===== src/hw/rtl/fm_quadrature_discriminator_assert.svh =====
// Assertion macros for the FM quadrature discriminator.
// Expects i_clk and i_rst_n in the scope of each use.
`ifndef FM_QUADRATURE_DISCRIMINATOR_ASSERT_SVH
`define FM_QUADRATURE_DISCRIMINATOR_ASSERT_SVH

// same-cycle implication
`define FMQD_ASSERT_NOW(lbl, ante, cons, msg) \
    lbl: assert property (@(posedge i_clk) disable iff (!i_rst_n) (ante) |-> (cons)) \
        else $error(msg);

// next-cycle implication
`define FMQD_ASSERT_NEXT(lbl, ante, cons, msg) \
    lbl: assert property (@(posedge i_clk) disable iff (!i_rst_n) (ante) |=> (cons)) \
        else $error(msg);

`endif


===== src/hw/rtl/fmqd_pkg.sv =====
// Package for the FM quadrature discriminator: item types, widths, angle table.
// No dependencies.
`default_nettype none

package fmqd_pkg;

    localparam int CORDIC_STAGES = 16;
    localparam int AUDIO_BITS    = 16;
    localparam int TABLE_LEN     = 24;
    localparam int N_STAGES      = (CORDIC_STAGES > TABLE_LEN) ? TABLE_LEN : CORDIC_STAGES;

    localparam int RAW_W       = 8;
    localparam int SMP_W       = 9;
    localparam int RE_W        = 19;
    localparam int PRESCALE_SH = 24;
    localparam int XY_W        = 42;
    localparam int ANG_FRAC    = 30;
    localparam int Z_W         = 33;
    localparam int P_SH        = ANG_FRAC - (AUDIO_BITS - 1);
    localparam int P_W         = AUDIO_BITS + 2;
    localparam int G_W         = P_W + 1;
    localparam int AUDIO_W     = 16;
    localparam int GP_W        = G_W + AUDIO_W - 1;
    localparam int SHIFT_W     = 5;

    localparam int ATAN_TAB [TABLE_LEN] = '{
        268435456, 158466703, 83729454, 42502378, 21333666, 10677233,
        5339919, 2670123, 1335082, 667543, 333772, 166886,
        83443, 41722, 20861, 10430, 5215, 2608,
        1304, 652, 326, 163, 81, 41
    };

    typedef struct packed {
        logic [RAW_W-1:0] i_raw;
        logic [RAW_W-1:0] q_raw;
        logic             first_of_block;
    } t_in_item;

    typedef struct packed {
        logic signed [AUDIO_W-1:0] audio_sample;
        logic                      was_muted;
    } t_out_item;

    typedef struct packed {
        logic signed [XY_W-1:0] x;
        logic signed [XY_W-1:0] y;
        logic signed [Z_W-1:0]  z;
        logic                   first;
        logic                   zero;
    } t_cordic;

endpackage

`default_nettype wire


===== src/hw/rtl/fmqd_front.sv =====
// Front end: offset removal, conjugate product with the previous sample,
// prescale and half-plane fold ahead of the CORDIC chain. Depends on fmqd_pkg.
`default_nettype none

module fmqd_front
    import fmqd_pkg::*;
(
    input  wire logic     i_clk,
    input  wire logic     i_rst_n,
    input  wire logic     i_valid,
    output logic          o_ready,
    input  wire t_in_item i_data,
    output logic          o_valid,
    input  wire logic     i_ready,
    output t_cordic       o_data
);

    logic signed [SMP_W-1:0] r_last_i;
    logic signed [SMP_W-1:0] r_last_q;
    logic signed [SMP_W-1:0] ci;
    logic signed [SMP_W-1:0] cq;

    logic                   r_a_valid;
    logic signed [RE_W-1:0] r_re;
    logic signed [RE_W-1:0] r_im;
    logic                   r_a_first;
    logic signed [RE_W-1:0] n_re;
    logic signed [RE_W-1:0] n_im;

    logic    r_b_valid;
    t_cordic r_b_data;
    t_cordic n_b_data;
    logic    a_ready;
    logic    b_ready;
    logic signed [XY_W-1:0] xe;
    logic signed [XY_W-1:0] ye;

    assign b_ready = !r_b_valid || i_ready;
    assign a_ready = !r_a_valid || b_ready;
    assign o_ready = a_ready;
    assign o_valid = r_b_valid;
    assign o_data  = r_b_data;

    always_comb begin
        ci   = signed'({1'b0, i_data.i_raw}) - signed'(SMP_W'(127));
        cq   = signed'({1'b0, i_data.q_raw}) - signed'(SMP_W'(127));
        n_re = RE_W'(ci) * RE_W'(r_last_i) + RE_W'(cq) * RE_W'(r_last_q);
        n_im = RE_W'(cq) * RE_W'(r_last_i) - RE_W'(ci) * RE_W'(r_last_q);
    end

    always_comb begin
        xe             = XY_W'(r_re) <<< PRESCALE_SH;
        ye             = XY_W'(r_im) <<< PRESCALE_SH;
        n_b_data.first = r_a_first;
        n_b_data.zero  = (r_re == '0) && (r_im == '0);
        n_b_data.x     = xe;
        n_b_data.y     = ye;
        n_b_data.z     = '0;
        if (xe[XY_W-1]) begin
            n_b_data.x = -xe;
            n_b_data.y = -ye;
            n_b_data.z = r_im[RE_W-1] ? -(Z_W'(1) <<< ANG_FRAC) : (Z_W'(1) <<< ANG_FRAC);
        end
    end

    always_ff @(posedge i_clk) begin
        if (!i_rst_n) begin
            r_last_i  <= '0;
            r_last_q  <= '0;
            r_a_valid <= 1'b0;
            r_b_valid <= 1'b0;
        end else begin
            if (i_valid && a_ready) begin
                r_last_i <= ci;
                r_last_q <= cq;
            end
            if (a_ready) begin
                r_a_valid <= i_valid;
            end
            if (b_ready) begin
                r_b_valid <= r_a_valid;
            end
        end
    end

    always_ff @(posedge i_clk) begin
        if (i_valid && a_ready) begin
            r_re      <= n_re;
            r_im      <= n_im;
            r_a_first <= i_data.first_of_block;
        end
        if (r_a_valid && b_ready) begin
            r_b_data <= n_b_data;
        end
    end

endmodule

`default_nettype wire


===== config.mk =====
export PLATFORM = sky130hd
export DESIGN_NAME = fmqd_front
export DESIGN_NICKNAME = d
export VERILOG_FILES = /design/src/hw/rtl/fm_quadrature_discriminator_assert.svh /design/src/hw/rtl/fmqd_pkg.sv /design/src/hw/rtl/fmqd_front.sv
export SDC_FILE = /design/constraint.sdc
export NUM_CORES = 1
export LEC_CHECK = 0
export BUFFER_PORTS_ARGS = -buffer_cell sky130_fd_sc_hd__buf_2
export CAP_MARGIN = 20
export CORE_MARGIN = 1.5
export CORE_UTILIZATION = 40
export CTS_BUF_LIST = sky130_fd_sc_hd__clkbuf_2
export DETAILED_ROUTE_END_ITERATION = 10
export PLACE_DENSITY = 0.65
export SLEW_MARGIN = 10
export SYNTH_ARGS = -nofsm -noshare
export SYNTH_HDL_FRONTEND = slang
export SYNTH_SLANG_ARGS = --single-unit

===== constraint.sdc =====
create_clock -name i_clk -period 8.9 [get_ports i_clk]
set_clock_uncertainty 0.05 [all_clocks]
set_input_delay 1.78 -clock i_clk [delete_from_list [all_inputs] [get_ports i_clk]]
set_output_delay 1.78 -clock i_clk [all_outputs]
set_load 0.02 [all_outputs]

# --- Word level (Yosys, flattened, before mapping) ---
# Cells that the tools add are included.
op_classes:
  add_sub_neg: 6
  n_mul: 4
  n_mux: 2
  reduce_logical: 9
op_table:
  columns: ["cell", "n"]
  rows:
  - ["2-to-1 mux 116 bit", 1]
  - ["negation 42 bit", 2]
  - ["multiplier 9 x 9 -> 18 bit", 4]
  - ["logical NOT 19 bit", 2]
  - ["2-to-1 mux 33 bit", 1]
  - ["adder 18 x 18 -> 19 bit", 1]
  - ["subtractor 18 x 18 -> 19 bit", 1]
  - ["subtractor 8 x 7 -> 9 bit, second input constant", 2]
  - ["logical AND 1 bit", 3]
  - ["logical NOT 1 bit", 2]
  - ["logical OR 1 bit", 2]
word_totals:
  regBits: 178
  in_bits: 21
  output_inout_bits: 121
  word_cells: 35

# --- Longest topological paths before layout ---
logic_depth:
  word_depth: 4
  ltp_mapped: 28

# --- Worst setup path after synthesis ---
# No wires, ideal clock.
synth_path:
  path_kind: "input port to flip-flop"
  from: "in i_data[11] (netlist bit)"
  to: "reg r_im[17] (data pin)"
  setup_time_ns: 0.258
  arrival_ns: 8.054
  required_time_ns: 8.592
  setup_slack_ns: 0.539
  path_stages: 23
  path_buffers: 2
  cell_sequence: "and3_1 > a41oi_2 > clkbuf_1 > nand2_1 > fa_1 > inv_1 > fa_1 > inv_1 > fa_1 > fa_1 > fa_1 > inv_1 > fa_1 > inv_1 > ha_1 > ha_1 > clkbuf_1 > and3_1 > a221o_1 > a21oi_1 > o211ai_1 > a31oi_1 > xnor2_1"
synth_via:
  elab_chain_cells: 3
synth_rtl:
  columns: ["element", "line", "text"]
  rows:
  - ["start, declared", "fmqd_front.sv:12", "input wire t_in_item i_data,"]
  - ["subtractor 8 x 7 -> 9 bit", "fmqd_front.sv:45", "ci = signed'({1'b0, i_data.i_raw}) - signed'(SMP_W'(127));"]
  - ["multiplier 9 x 9 -> 18 bit", "fmqd_front.sv:48", "n_im = RE_W'(cq) * RE_W'(r_last_i) - RE_W'(ci) * RE_W'(r_last_q);"]
  - ["subtractor 18 x 18 -> 19 bit", "fmqd_front.sv:48", null]
  - ["named net n_im[17]", "fmqd_front.sv:28", "logic signed [RE_W-1:0] n_im;"]
  - ["end signal, assigned", "fmqd_front.sv:89", "r_im <= n_im;"]
  - ["end, declared", "fmqd_front.sv:25", "logic signed [RE_W-1:0] r_im;"]
# The timed path passes the listed nets, and every way through them passes these cells.
# A chain may end at the register's enable or synchronous reset.

# --- Worst setup path in the final report ---
# Same ends and word-level chain as after synthesis.

==> impl_metrics.tcl <==
set metrics [dict create \
    run_status "finished, final reports clean" \
    globalRouteTotalUtil_pct 17.2 \
    end_kind "flip-flop" \
    synth_unique_cells 52 \
    timing.slew.headroom_pct 40.6 \
    antenna_found_initial 1 \
    place.gp.congestion 0.821 \
    port_buffer_count 63 \
    finalNetCount 2416 \
    drtIter0Drc 572 \
    drt_wl_total_mm 37.4 \
    worst_slack_ps 801 \
    via_count_of_the_first_global_routing_pass 12541 \
    detail_route.vias_per_cell 4.74 \
    syn_to_final_growth_pct 4.79 \
    timing.fmax_mhz 123 \
    post_route_cells_drive_above_1_share_pct 6.35 \
    cts_inserted_buffers 9 \
    mostFrequentLayoutCells "399 x inv_1, 348 x fa_1, 167 x nand2_1" \
    finalSetupTns_ps 0 \
    postcts_resize_cnt 0 \
    grt_max_degree 62 \
    clk_pin_slew_worst_paths_ps 280 \
    fin_area_um2 19100 \
    final.fill_count 4347 \
    async_flop_share_pct 0 \
    postSynthCellCount 1851 \
    dpl.hpwl_mm 30.3 \
    report.final.hold_viol_count 0 \
    place_ws_ps -33.9 \
    synth-main-ff-cell "edfxtp_1" \
    finalMaxSlewViolations 0 \
    count_of_max_cap_constraint_violations 0 \
    ctsHoldBuffers 0 \
    post-cts-setup-buffer-count 0 \
    drt.antenna.violating_nets 0 \
    grt_pass1_wl_mm 64.1 \
    fin_hold_ws_ps 418 \
    dr_total_vias 11816 \
    period_share_pct 91.0 \
    yosys_warnings 0 \
    dpl_cell_area_um2 19000 \
    crit_fanout 10 \
    placementRows 78 \
    setup_repair_after_global_routing_missed_its_margin "false" \
    ctsHtreeMaxLevel 3 \
    clock-sinks 99 \
    fin_crit_ps 8100 \
    layout_commonest_cell "inv_1" \
    average_size_of_a_mapped_cell_um2 9.85 \
    ys_seq_area_share_pct 15.2 \
    hold_path.class "reg2reg" \
    min-delay-start "r_a_first" \
    setup_viols_final 0 \
    synth.cell_area_um2 18200 \
    tightest_slew_ps 890 \
    grt_overflow 0 \
    worst_setup_path_start_kind "input port" \
    timing.critical_path.from "i_data[11]" \
    drt_pass1_iterations 5 \
    worst_skew_pair.late_latency_ps 710 \
    number_of_remaining_drc_errors 0 \
    fp.dieH_um 217 \
    clk_root_buffer_cell "clkbuf_2" \
    critPathRequiredTime_ps 9280 \
    cts_tree "yes" \
    critical_path_class "in2reg" \
    rr_startpoint "r_last_i[8]" \
    full_die_area_um2 46900 \
    synth-edff-count 79 \
    number_of_ports_placed_on_the_die_boundary 142 \
    postSynthRegisterBits 99 \
    core_um2 45200 \
    worst_ep_arrival_time_ps 8480 \
    number_of_buffers_on_the_longest_clock_path 2 \
    die_width_um 217 \
    starting_utilization_of_the_core_area_pct 40.4 \
    avgRoutedWirePerCell_um 15.0 \
]
==> metal layers <==
metal	GRT usage, %	part of all wire (%)	routed length, um	vias to the layer above
li1	-	-	-	5493
met1	23.0	44	16400	6060
met2	29.8	50	18700	232
met3	1.92	4.4	1630	31
met4	4.47	1.8	689	0
met5	0	0	0	-
==> cells by family (layout without fill, tap and decap cells) <==
logic type / count (synthesis) / in the layout / share of synthesized area, %
fa+ha+maj: 510 / 510 / 49.3
buf+inv: 543 / 506 / 12.8
xor+xnor: 101 / 101 / 4.85
simple gates: 479 / 479 / 13.3
compound gates: 115 / 115 / 4.29
flops: 99 / 99 / 15.2
mux: 3 / 3 / 0.165
other cells: 1 / 80 / 0.0206
==> cells in the mapped netlist (all sizes together) (2+ instances only) <==
master	count	area share (%)
o21bai	6	0.25
nand4	3	0.10
a21oi	21	0.58
a31oi	2	0.069
nand3	10	0.27
nor3	3	0.082
and3	6	0.21
and2	148	5.1
nand2	167	3.4
nor3b	8	0.33
xnor2	72	3.5
a211oi	2	0.082
xor2	29	1.4
buf	80	3.3
o211a	5	0.27
o2111ai	2	0.096
o21ai	27	0.74
o211ai	3	0.12
mux2i	3	0.16
edfxtp	79	13
o21a	4	0.16
dfxtp	20	2.2
nor4	4	0.21
or3	6	0.21
fa	348	38
a21boi	10	0.41
o22ai	2	0.069
nand2b	12	0.41
or2	3	0.10
o31ai	7	0.29
inv	400	8.2
ha	161	11
clkbuf	63	1.3
or4	5	0.25
o41ai	5	0.28
nor2b	33	1.1
nor2	69	1.4
a21o	14	0.58
==> worst paths after layout <==
check / end / slack [ps] / cells after the start
max: r_im[17] / 800 / 23
min reg2reg: o_data[1] / 420 / 0
max reg2reg: r_re[18] / 1980 / 19
min: o_data[1] / 420 / 0
==> final cells by class <==
class                   count  area (um2)  share of cell area, %
multi-input cells        1286       13400                   70.2
flip-flops and latches     99        2770                   14.5
inverters                 400        1500                   7.85
well taps                 600         751                   3.93
repair buffers             90         538                   2.81
clock inverters             6        73.8                  0.386
clock buffers              10        50.0                  0.262
diodes                      2        5.00                 0.0262
==> flip-flops by register name, summed over array words and instances (netlist names) <==
register   flops
o_data        40
o_valid        1
r_last_i       9
r_a_valid      1
r_im          19
r_a_first      1
r_re          19
r_last_q       9
==> critical path, stage by stage <==
cell and delay [ps]:
buf_2 120, and3_1 210, a41oi_2 680, nand2_1 190, buf_4 240, fa_1 540, inv_1 60, fa_1 530
inv_1 50, fa_1 550, fa_1 450, fa_1 540, inv_1 50, fa_1 530, inv_1 40, ha_1 290
ha_1 410, and3_1 220, a221o_1 340, a21oi_1 160, o211ai_1 160, a31oi_1 240, xnor2_1 80
==> metrics by stage <==
step | std cells | util, %
final | 2493 | 42.3
after global routing | 2492 | 42.3
after CTS | 2489 | 42.2
after detailed placement | 2473 | 41.9
after global placement | 2473 | 41.9
after floorplan | 1928 | -
Power is not shown: default switching activity piles up to over one toggle a cycle in this logic, so the estimate is an artifact.
