`src/hw/rtl/fm_quadrature_discriminator_assert.svh`:
```
// Assertion macros for the FM quadrature discriminator.
// Expects i_clk and i_rst_n in the scope of each use.
`ifndef FM_QUADRATURE_DISCRIMINATOR_ASSERT_SVH
`define FM_QUADRATURE_DISCRIMINATOR_ASSERT_SVH

// same-cycle implication
`define FMQD_ASSERT_NOW(lbl, ante, cons, msg) \
    lbl: assert property (@(posedge i_clk) disable iff (!i_rst_n) (ante) |-> (cons)) \
        else $error(msg);

// next-cycle implication
`define FMQD_ASSERT_NEXT(lbl, ante, cons, msg) \
    lbl: assert property (@(posedge i_clk) disable iff (!i_rst_n) (ante) |=> (cons)) \
        else $error(msg);

`endif

```
`src/hw/rtl/fmqd_pkg.sv`:
```
// Package for the FM quadrature discriminator: item types, widths, angle table.
// No dependencies.
`default_nettype none

package fmqd_pkg;

    localparam int CORDIC_STAGES = 16;
    localparam int AUDIO_BITS    = 16;
    localparam int TABLE_LEN     = 24;
    localparam int N_STAGES      = (CORDIC_STAGES > TABLE_LEN) ? TABLE_LEN : CORDIC_STAGES;

    localparam int RAW_W       = 8;
    localparam int SMP_W       = 9;
    localparam int RE_W        = 19;
    localparam int PRESCALE_SH = 24;
    localparam int XY_W        = 42;
    localparam int ANG_FRAC    = 30;
    localparam int Z_W         = 33;
    localparam int P_SH        = ANG_FRAC - (AUDIO_BITS - 1);
    localparam int P_W         = AUDIO_BITS + 2;
    localparam int G_W         = P_W + 1;
    localparam int AUDIO_W     = 16;
    localparam int GP_W        = G_W + AUDIO_W - 1;
    localparam int SHIFT_W     = 5;

    localparam int ATAN_TAB [TABLE_LEN] = '{
        268435456, 158466703, 83729454, 42502378, 21333666, 10677233,
        5339919, 2670123, 1335082, 667543, 333772, 166886,
        83443, 41722, 20861, 10430, 5215, 2608,
        1304, 652, 326, 163, 81, 41
    };

    typedef struct packed {
        logic [RAW_W-1:0] i_raw;
        logic [RAW_W-1:0] q_raw;
        logic             first_of_block;
    } t_in_item;

    typedef struct packed {
        logic signed [AUDIO_W-1:0] audio_sample;
        logic                      was_muted;
    } t_out_item;

    typedef struct packed {
        logic signed [XY_W-1:0] x;
        logic signed [XY_W-1:0] y;
        logic signed [Z_W-1:0]  z;
        logic                   first;
        logic                   zero;
    } t_cordic;

endpackage

`default_nettype wire

```
`src/hw/rtl/fmqd_back.sv`:
```
// Back end: angle rounding, glitch mute, gain, saturation and Q1.15 scaling.
// Depends on fmqd_pkg.
`default_nettype none

module fmqd_back
    import fmqd_pkg::*;
(
    input  wire logic    i_clk,
    input  wire logic    i_rst_n,
    input  wire logic    i_valid,
    output logic         o_ready,
    input  wire t_cordic i_data,
    input  wire logic    i_narrow,
    output logic         o_valid,
    input  wire logic    i_ready,
    output t_out_item    o_data
);

    logic signed [Z_W-1:0] zr;
    logic signed [P_W-1:0] p;
    logic [P_W-1:0]        mag;
    logic [G_W-1:0]        n_g;
    logic                  n_sat;
    logic                  n_muted;

    logic           r_c_valid;
    logic [G_W-1:0] r_g;
    logic           r_neg;
    logic           r_muted;
    logic           r_sat;
    logic           r_narrow;

    logic             r_d_valid;
    t_out_item        r_out;
    t_out_item        n_out;
    logic [GP_W-1:0]  prod;
    logic [GP_W-1:0]  scaled;
    logic [AUDIO_W-1:0] a;
    logic             c_ready;
    logic             d_ready;

    assign d_ready = !r_d_valid || i_ready;
    assign c_ready = !r_c_valid || d_ready;
    assign o_ready = c_ready;
    assign o_valid = r_d_valid;
    assign o_data  = r_out;

    always_comb begin
        zr      = i_data.z + (Z_W'(1) <<< (P_SH - 1));
        p       = P_W'(zr >>> P_SH);
        mag     = p[P_W-1] ? P_W'(-p) : P_W'(p);
        n_g     = (G_W'(mag) << 1) + G_W'(mag);
        n_sat   = i_narrow ? (n_g >= (G_W'(1) << (AUDIO_BITS - 1)))
                           : (n_g >= (G_W'(1) << AUDIO_BITS));
        n_muted = i_data.zero ||
                  (i_data.first && (mag > (P_W'(1) << (AUDIO_BITS - 2))));
    end

    always_comb begin
        prod   = (GP_W'(r_g) << (AUDIO_W - 1)) - GP_W'(r_g);
        scaled = r_narrow ? (prod >> (AUDIO_BITS - 1)) : (prod >> AUDIO_BITS);
        a      = r_sat ? {1'b0, {(AUDIO_W - 1){1'b1}}} : {1'b0, scaled[AUDIO_W-2:0]};
        n_out.was_muted    = r_muted;
        n_out.audio_sample = r_muted ? '0 : (r_neg ? -signed'(a) : signed'(a));
    end

    always_ff @(posedge i_clk) begin
        if (!i_rst_n) begin
            r_c_valid <= 1'b0;
            r_d_valid <= 1'b0;
        end else begin
            if (c_ready) begin
                r_c_valid <= i_valid;
            end
            if (d_ready) begin
                r_d_valid <= r_c_valid;
            end
        end
    end

    always_ff @(posedge i_clk) begin
        if (i_valid && c_ready) begin
            r_g      <= n_g;
            r_neg    <= p[P_W-1];
            r_muted  <= n_muted;
            r_sat    <= n_sat;
            r_narrow <= i_narrow;
        end
        if (r_c_valid && d_ready) begin
            r_out <= n_out;
        end
    end

endmodule

`default_nettype wire

```
`config.mk`:
```
export PLATFORM = sky130hd
export DESIGN_NAME = fmqd_back
export DESIGN_NICKNAME = d
export VERILOG_FILES = /design/src/hw/rtl/fm_quadrature_discriminator_assert.svh /design/src/hw/rtl/fmqd_pkg.sv /design/src/hw/rtl/fmqd_back.sv
export SDC_FILE = /design/constraint.sdc
export NUM_CORES = 1
export LEC_CHECK = 0
export ABC_CLOCK_PERIOD_IN_PS = 8000
export BUFFER_PORTS_ARGS = -buffer_cell sky130_fd_sc_hd__buf_2
export CORE_UTILIZATION = 54
export DETAILED_ROUTE_END_ITERATION = 8
export PLACE_DENSITY = 0.83
export SYNTH_ARGS = -nofsm -noshare
export SYNTH_HDL_FRONTEND = slang
export SYNTH_SLANG_ARGS = --single-unit
```
`constraint.sdc`:
```
create_clock -name i_clk -period 8 [get_ports i_clk]
set_input_delay 1.6 -clock i_clk [delete_from_list [all_inputs] [get_ports i_clk]]
set_output_delay 1.6 -clock i_clk [all_outputs]
set_load 0.05 [all_outputs]
```
# Word-level counts from Yosys, hierarchy flattened
# Cells that the tools add are included.
[word_totals] ff_bits=42 in_bits=124 out_inout_bits=19 wordCells=30
[op_classes] n_addsub=5 order_cmp=3 muxes=5 reduce_logical=8
[ops] cell="33-bit by 16-bit adder with 33-bit output, second input constant" n=1
[ops] cell="31-bit by 19-bit subtractor with 31-bit output" n=1
[ops] cell="15-bit 2-to-1 mux" n=2
[ops] cell="19-bit by 18-bit adder with 19-bit output" n=1
[ops] cell="19-bit by 16-bit greater-or-equal comparator with 1-bit output, second input constant" n=1
[ops] cell="19-bit by 17-bit greater-or-equal comparator with 1-bit output, second input constant" n=1
[ops] cell="18-bit by 15-bit > comparator with 1-bit output, second input constant" n=1
[ops] cell="18-bit 2-to-1 mux" n=1
[ops] cell="18-bit negator" n=1
[ops] cell="16-bit 2-to-1 mux" n=1
[ops] cell="15-bit negator with 16-bit output" n=1
[ops] cell="1-bit logical AND" n=3
[ops] cell="1-bit logical OR" n=3
[ops] cell="1-bit zero test" n=2
[ops] cell="1-bit 2-to-1 mux" n=1

# Depth between registers and ports, before layout
[logic_depth] ltp_word=6 depth_mapped=21 mapped_depth_nobuf=19

# Worst setup path before layout
# OpenSTA, ideal clock, no wires.
[synth_timing] path_type="input-to-reg" start="input i_data[26] (netlist name)" end="register r_sat (data pin)" setup_time_ns=0.263 t_arrival_ns=5.800 required_time_ns=7.737 setup_slack_ns=1.937 path_stages=20 n_path_buf=3 path_cell_list="clkbuf_1 -> nand3_1 -> nor3_4 -> a31o_2 -> and2_1 -> buf_2 -> buf_1 -> a21oi_1 -> ha_1 -> fa_1 -> a21oi_1 -> nor2b_1 -> o31a_1 -> o211ai_1 -> o211ai_1 -> nor2_1 -> o31a_1 -> o21ai_0 -> a311o_1 -> a2111o_1"
[synth_via] elab_chain_len=6 word_cells_on_any_way=7 cone_classes="add/sub: 3; order compare: 2; mux: 2"
[synth_lines] item="from (decl)" line_no="fmqd_back.sv:12" rtl="input wire t_cordic i_data,"
[synth_lines] item="33-bit by 16-bit adder with 33-bit output (*)" line_no="fmqd_back.sv:49" rtl="zr = i_data.z + (Z_W'(1) <<< (P_SH - 1));"
[synth_lines] item="18-bit negator" line_no="fmqd_back.sv:51" rtl="mag = p[P_W-1] ? P_W'(-p) : P_W'(p);"
[synth_lines] item="18-bit 2-to-1 mux (*)" line_no="fmqd_back.sv:51"
[synth_lines] item="19-bit by 18-bit adder with 19-bit output (*)" line_no="fmqd_back.sv:52" rtl="n_g = (G_W'(mag) << 1) + G_W'(mag);"
[synth_lines] item="via n_g[17]" line_no="fmqd_back.sv:22" rtl="logic [G_W-1:0] n_g;"
[synth_lines] item="19-bit by 17-bit greater-or-equal comparator with 1-bit output or 19-bit by 16-bit greater-or-equal comparator with 1-bit output (tied branches)" line_no="fmqd_back.sv:54, fmqd_back.sv:53"
[synth_lines] item="1-bit 2-to-1 mux (*)" line_no="fmqd_back.sv:53" rtl="n_sat = i_narrow ? (n_g >= (G_W'(1) << (AUDIO_BITS - 1)))"
[synth_lines] item="via n_sat" line_no="fmqd_back.sv:23" rtl="logic n_sat;"
[synth_lines] item="to (signal assigned)" line_no="fmqd_back.sv:86" rtl="r_sat <= n_sat;"
[synth_lines] item="to (decl)" line_no="fmqd_back.sv:30" rtl="logic r_sat;"
# The timed path passes the listed nets; every way through them passes the cells marked *.
# A chain may end at the register's enable or synchronous reset.

# Worst setup path after layout
[layout_timing] start="input i_data[16] (netlist name)" end="register r_sat (data pin)"
[layout_via] elab_chain_len=6 word_cells_on_any_way=7 cone_classes="add/sub: 3; order compare: 2; mux: 2"
[layout_lines] item="33-bit by 16-bit adder with 33-bit output (*)" line_no="fmqd_back.sv:49"
[layout_lines] item="via zr[32]" line_no="fmqd_back.sv:19" rtl="logic signed [Z_W-1:0] zr;"
[layout_lines] item="18-bit negator" line_no="fmqd_back.sv:51"
[layout_lines] item="18-bit 2-to-1 mux (*)" line_no="fmqd_back.sv:51"
[layout_lines] item="19-bit by 18-bit adder with 19-bit output (*)" line_no="fmqd_back.sv:52"
[layout_lines] item="via n_g[18]" line_no="fmqd_back.sv:22"
[layout_lines] item="19-bit by 17-bit greater-or-equal comparator with 1-bit output or 19-bit by 16-bit greater-or-equal comparator with 1-bit output (tied branches)" line_no="fmqd_back.sv:54, fmqd_back.sv:53"
[layout_lines] item="1-bit 2-to-1 mux (*)" line_no="fmqd_back.sv:53"
[layout_lines] item="via n_sat" line_no="fmqd_back.sv:23"
# Marked as above.

==> impl_metrics.json <==
{
  "gp_congestion": 0.8944,
  "grt_usage_pct": 23.55,
  "viasPerCell": 6.110,
  "drt_iter0_drc": 113,
  "clk_latency_ps": 300,
  "grt_max_degree": 36,
  "vias": 4234,
  "hold_viol": 0,
  "power.total_mw": 0.9734,
  "fin_area_sq_mm": 0.005190,
  "synth_ff_type": "edfxtp_1",
  "htreeDepth": 2,
  "avgRoutedWirePerCell_microns": 15.07,
  "ctsResizeCount": 0,
  "initial_utilization_pct": 55.38,
  "startpoint_type": "input port",
  "drv_cap": 0,
  "cp_max_fo": 18,
  "worstSetupPathType": "in -> reg",
  "clk_path_buf_depth": 2,
  "placed_cell_area_sq_mm": 0.005084,
  "nets": 741,
  "cts_made_buffers": 5,
  "grt_pass1_vias": 3873,
  "synthTopCellsByArea": "edfxtp_1, ha_1, xnor2_1",
  "grt_pass1_wl_microns": 17320,
  "hp-start": "r_c_valid",
  "grt_setup_unrepaired": "no",
  "cp-end-kind": "flip-flop",
  "wirelength_microns": 10440,
  "r2r_slack_ps": 4050,
  "io_pins": 143,
  "finish.utilization_pct": 59.80,
  "antenna_found_initial": 0,
  "required_ps": 8050,
  "cts_setup_buffers": 0,
  "drc": 0,
  "die_h_microns": 96.34,
  "grtUsageMet3_pct": 2.370,
  "dp_worst_setup_slack_ps": 1012,
  "synth_commonest_cells": "nor2_1, edfxtp_1, inv_1, xnor2_1, ha_1",
  "root_buffer": "clkbuf_8",
  "final_max_slew_viol_count": 0,
  "min_to": "o_valid",
  "status": "complete, no violations",
  "synth_seq_area_share_pct": 25.83,
  "worst-r2r-cell-count": 9,
  "yosysUniqueCellTypes": 91,
  "fin_crit_sh_pct": 84.10,
  "dp_hpwl_microns": 8332,
  "maxSlewHeadroom_pct": 36.59,
  "synth-async-reset-ratio_pct": 0,
  "syn_area_sq_mm": 0.004806,
  "tns_ps": 0,
  "reg2reg_from": "r_g[5]",
  "diodes": 0,
  "dieArea_sq_mm": 0.009281,
  "rows": 34,
  "worstMarginPinSlew_ps": 951.1,
  "clkTransAtPathRegs_ps": 80,
  "synth_top_area_cell": "edfxtp_1",
  "use_met2_pct": 46.28,
  "cts_tree": "yes",
  "coreArea_sq_mm": 0.008678,
  "ys_ff_latch": 42,
  "setup_viol": 0,
  "syn_nets": 709,
  "hold_depth": 1,
  "syn-instance-count": 552,
  "synth_edf_count": 40,
  "yosysTopAreaCellShare_pct": 24.99,
  "portBuffers": 44,
  "synth_area_per_cell_sq_um": 8.706,
  "busiest_layer": "met2",
  "syn_to_final_growth_pct": 7.993,
  "ant_nets": 0,
  "fin_skew_ps": 11.50,
  "met1_usage_pct": 25.53,
  "cts_sinks": 42,
  "timing.rr.end": "o_data[15]",
  "dr.pass1.iters": 4,
  "layout_min_cycle_time_ps": 6728,
  "drive_above_1_share_pct": 15.38,
  "grt-ovfl-total": 0,
  "max_freq_ghz": 0.1486,
  "leakagePower_nw": 2.020,
  "synth_warnings": 0,
  "finalWorstSetupSlack_ps": 1272,
  "ctsHoldBuffers": 0,
  "vdd_drop_max_uv": 74.82,
  "yosysMostFrequentCell": "nor2_1",
  "arrival_ps": 6780,
  "hold_path.class": "reg -> reg",
  "die_width_microns": 96.34,
  "power_density_mw_per_mm2": 187.5
}
==> cell usage in the layout, fill, tap and decap left out, types with 9 or more instances in the layout <==
cell type  count
buf_2         44
inv_1         40
nand3_1       11
o31ai_1       10
nor3_1        11
nor2b_1       16
a21oi_1       30
o211ai_1      11
xnor2_1       36
edfxtp_1      40
xor2_1        20
a31oi_1       10
nand4_1        9
ha_1          32
nor2_1        59
o21ai_0       17
nand2_1       26
==> through the flow <==
step,cells,hold slack [ps]
detailed placement,685,527.5
global placement,685,486.1
CTS,693,548.0
global route,693,576.8
finish,693,547.3
floorplan,552,424.4
==> area by class of cell <==
| class | instances | area (sq um) |
|---|---|---|
| fill | 774 | 3488 |
| multi-input combinational | 448 | 3318 |
| sequential | 42 | 1241 |
| timing repair buffer | 46 | 235.2 |
| inverter | 41 | 153.9 |
| tap | 108 | 135.1 |
| clock buffer | 7 | 76.32 |
| clock inverter | 1 | 30.03 |
==> where the power goes <==
part | total (mW) | switching, mW | internal (mW)
Clock | 0.165 | 0.0716 | 0.0934
Sequential | 0.337 | 0.0464 | 0.291
Combinational | 0.471 | 0.289 | 0.182
Total | 0.973 | 0.407 | 0.566
==> flip-flops by register name, indices dropped and copies added (netlist names) <==
name       flops
o_data        17
o_valid        1
r_c_valid      1
r_g           19
r_muted        1
r_narrow       1
r_neg          1
r_sat          1
==> critical path: stages <==
cell	delay (ps)
buf_2	160
ha_1	270
nand4_2	230
nor3_4	360
a31o_2	230
and2_1	510
clkinv_1	430
nand2_1	170
xor2_1	240
ha_1	220
o21ai_0	90
nor2_1	260
nand4_1	190
a31oi_1	270
a221o_1	260
nand3b_1	90
o221a_2	290
o2111a_1	260
a311o_1	350
a2111o_1	300
==> logic make-up (layout without fill, tap and decap cells) <==
group / count (synthesis) / in the layout / synth area share (%)
AO/OA/AOI/OAI: 157 / 157 / 25.57
XOR/XNOR: 56 / 56 / 10.21
multiplexers: 4 / 4 / 0.8852
adder cells (fa/ha/maj): 33 / 33 / 8.748
AND/OR/NAND/NOR: 198 / 198 / 23.64
flip-flops: 42 / 42 / 25.83
buffers and inverters: 62 / 95 / 5.129
==> metal layers <==
layer  wire length [microns]  vias to the layer above
li1                        -                     2132
met1                    4390                     1967
met2                    5490                      113
met3                     332                       22
met4                     227                        0
met5                       0                        -
==> worst max-delay path by stage <==
| stage | startpoint | endpoint | depth (start not counted) |
|---|---|---|---|
| after detailed placement | i_data[17] | r_sat | 20 |
| after floorplan | i_data[26] | r_sat | 20 |
| after CTS | i_data[17] | r_sat | 20 |
| final | i_data[16] | r_sat | 20 |
| after global routing | i_data[17] | r_sat | 20 |
| after global placement | i_data[16] | r_sat | 20 |
No activity file was read; power rests on OpenSTA's default activity.
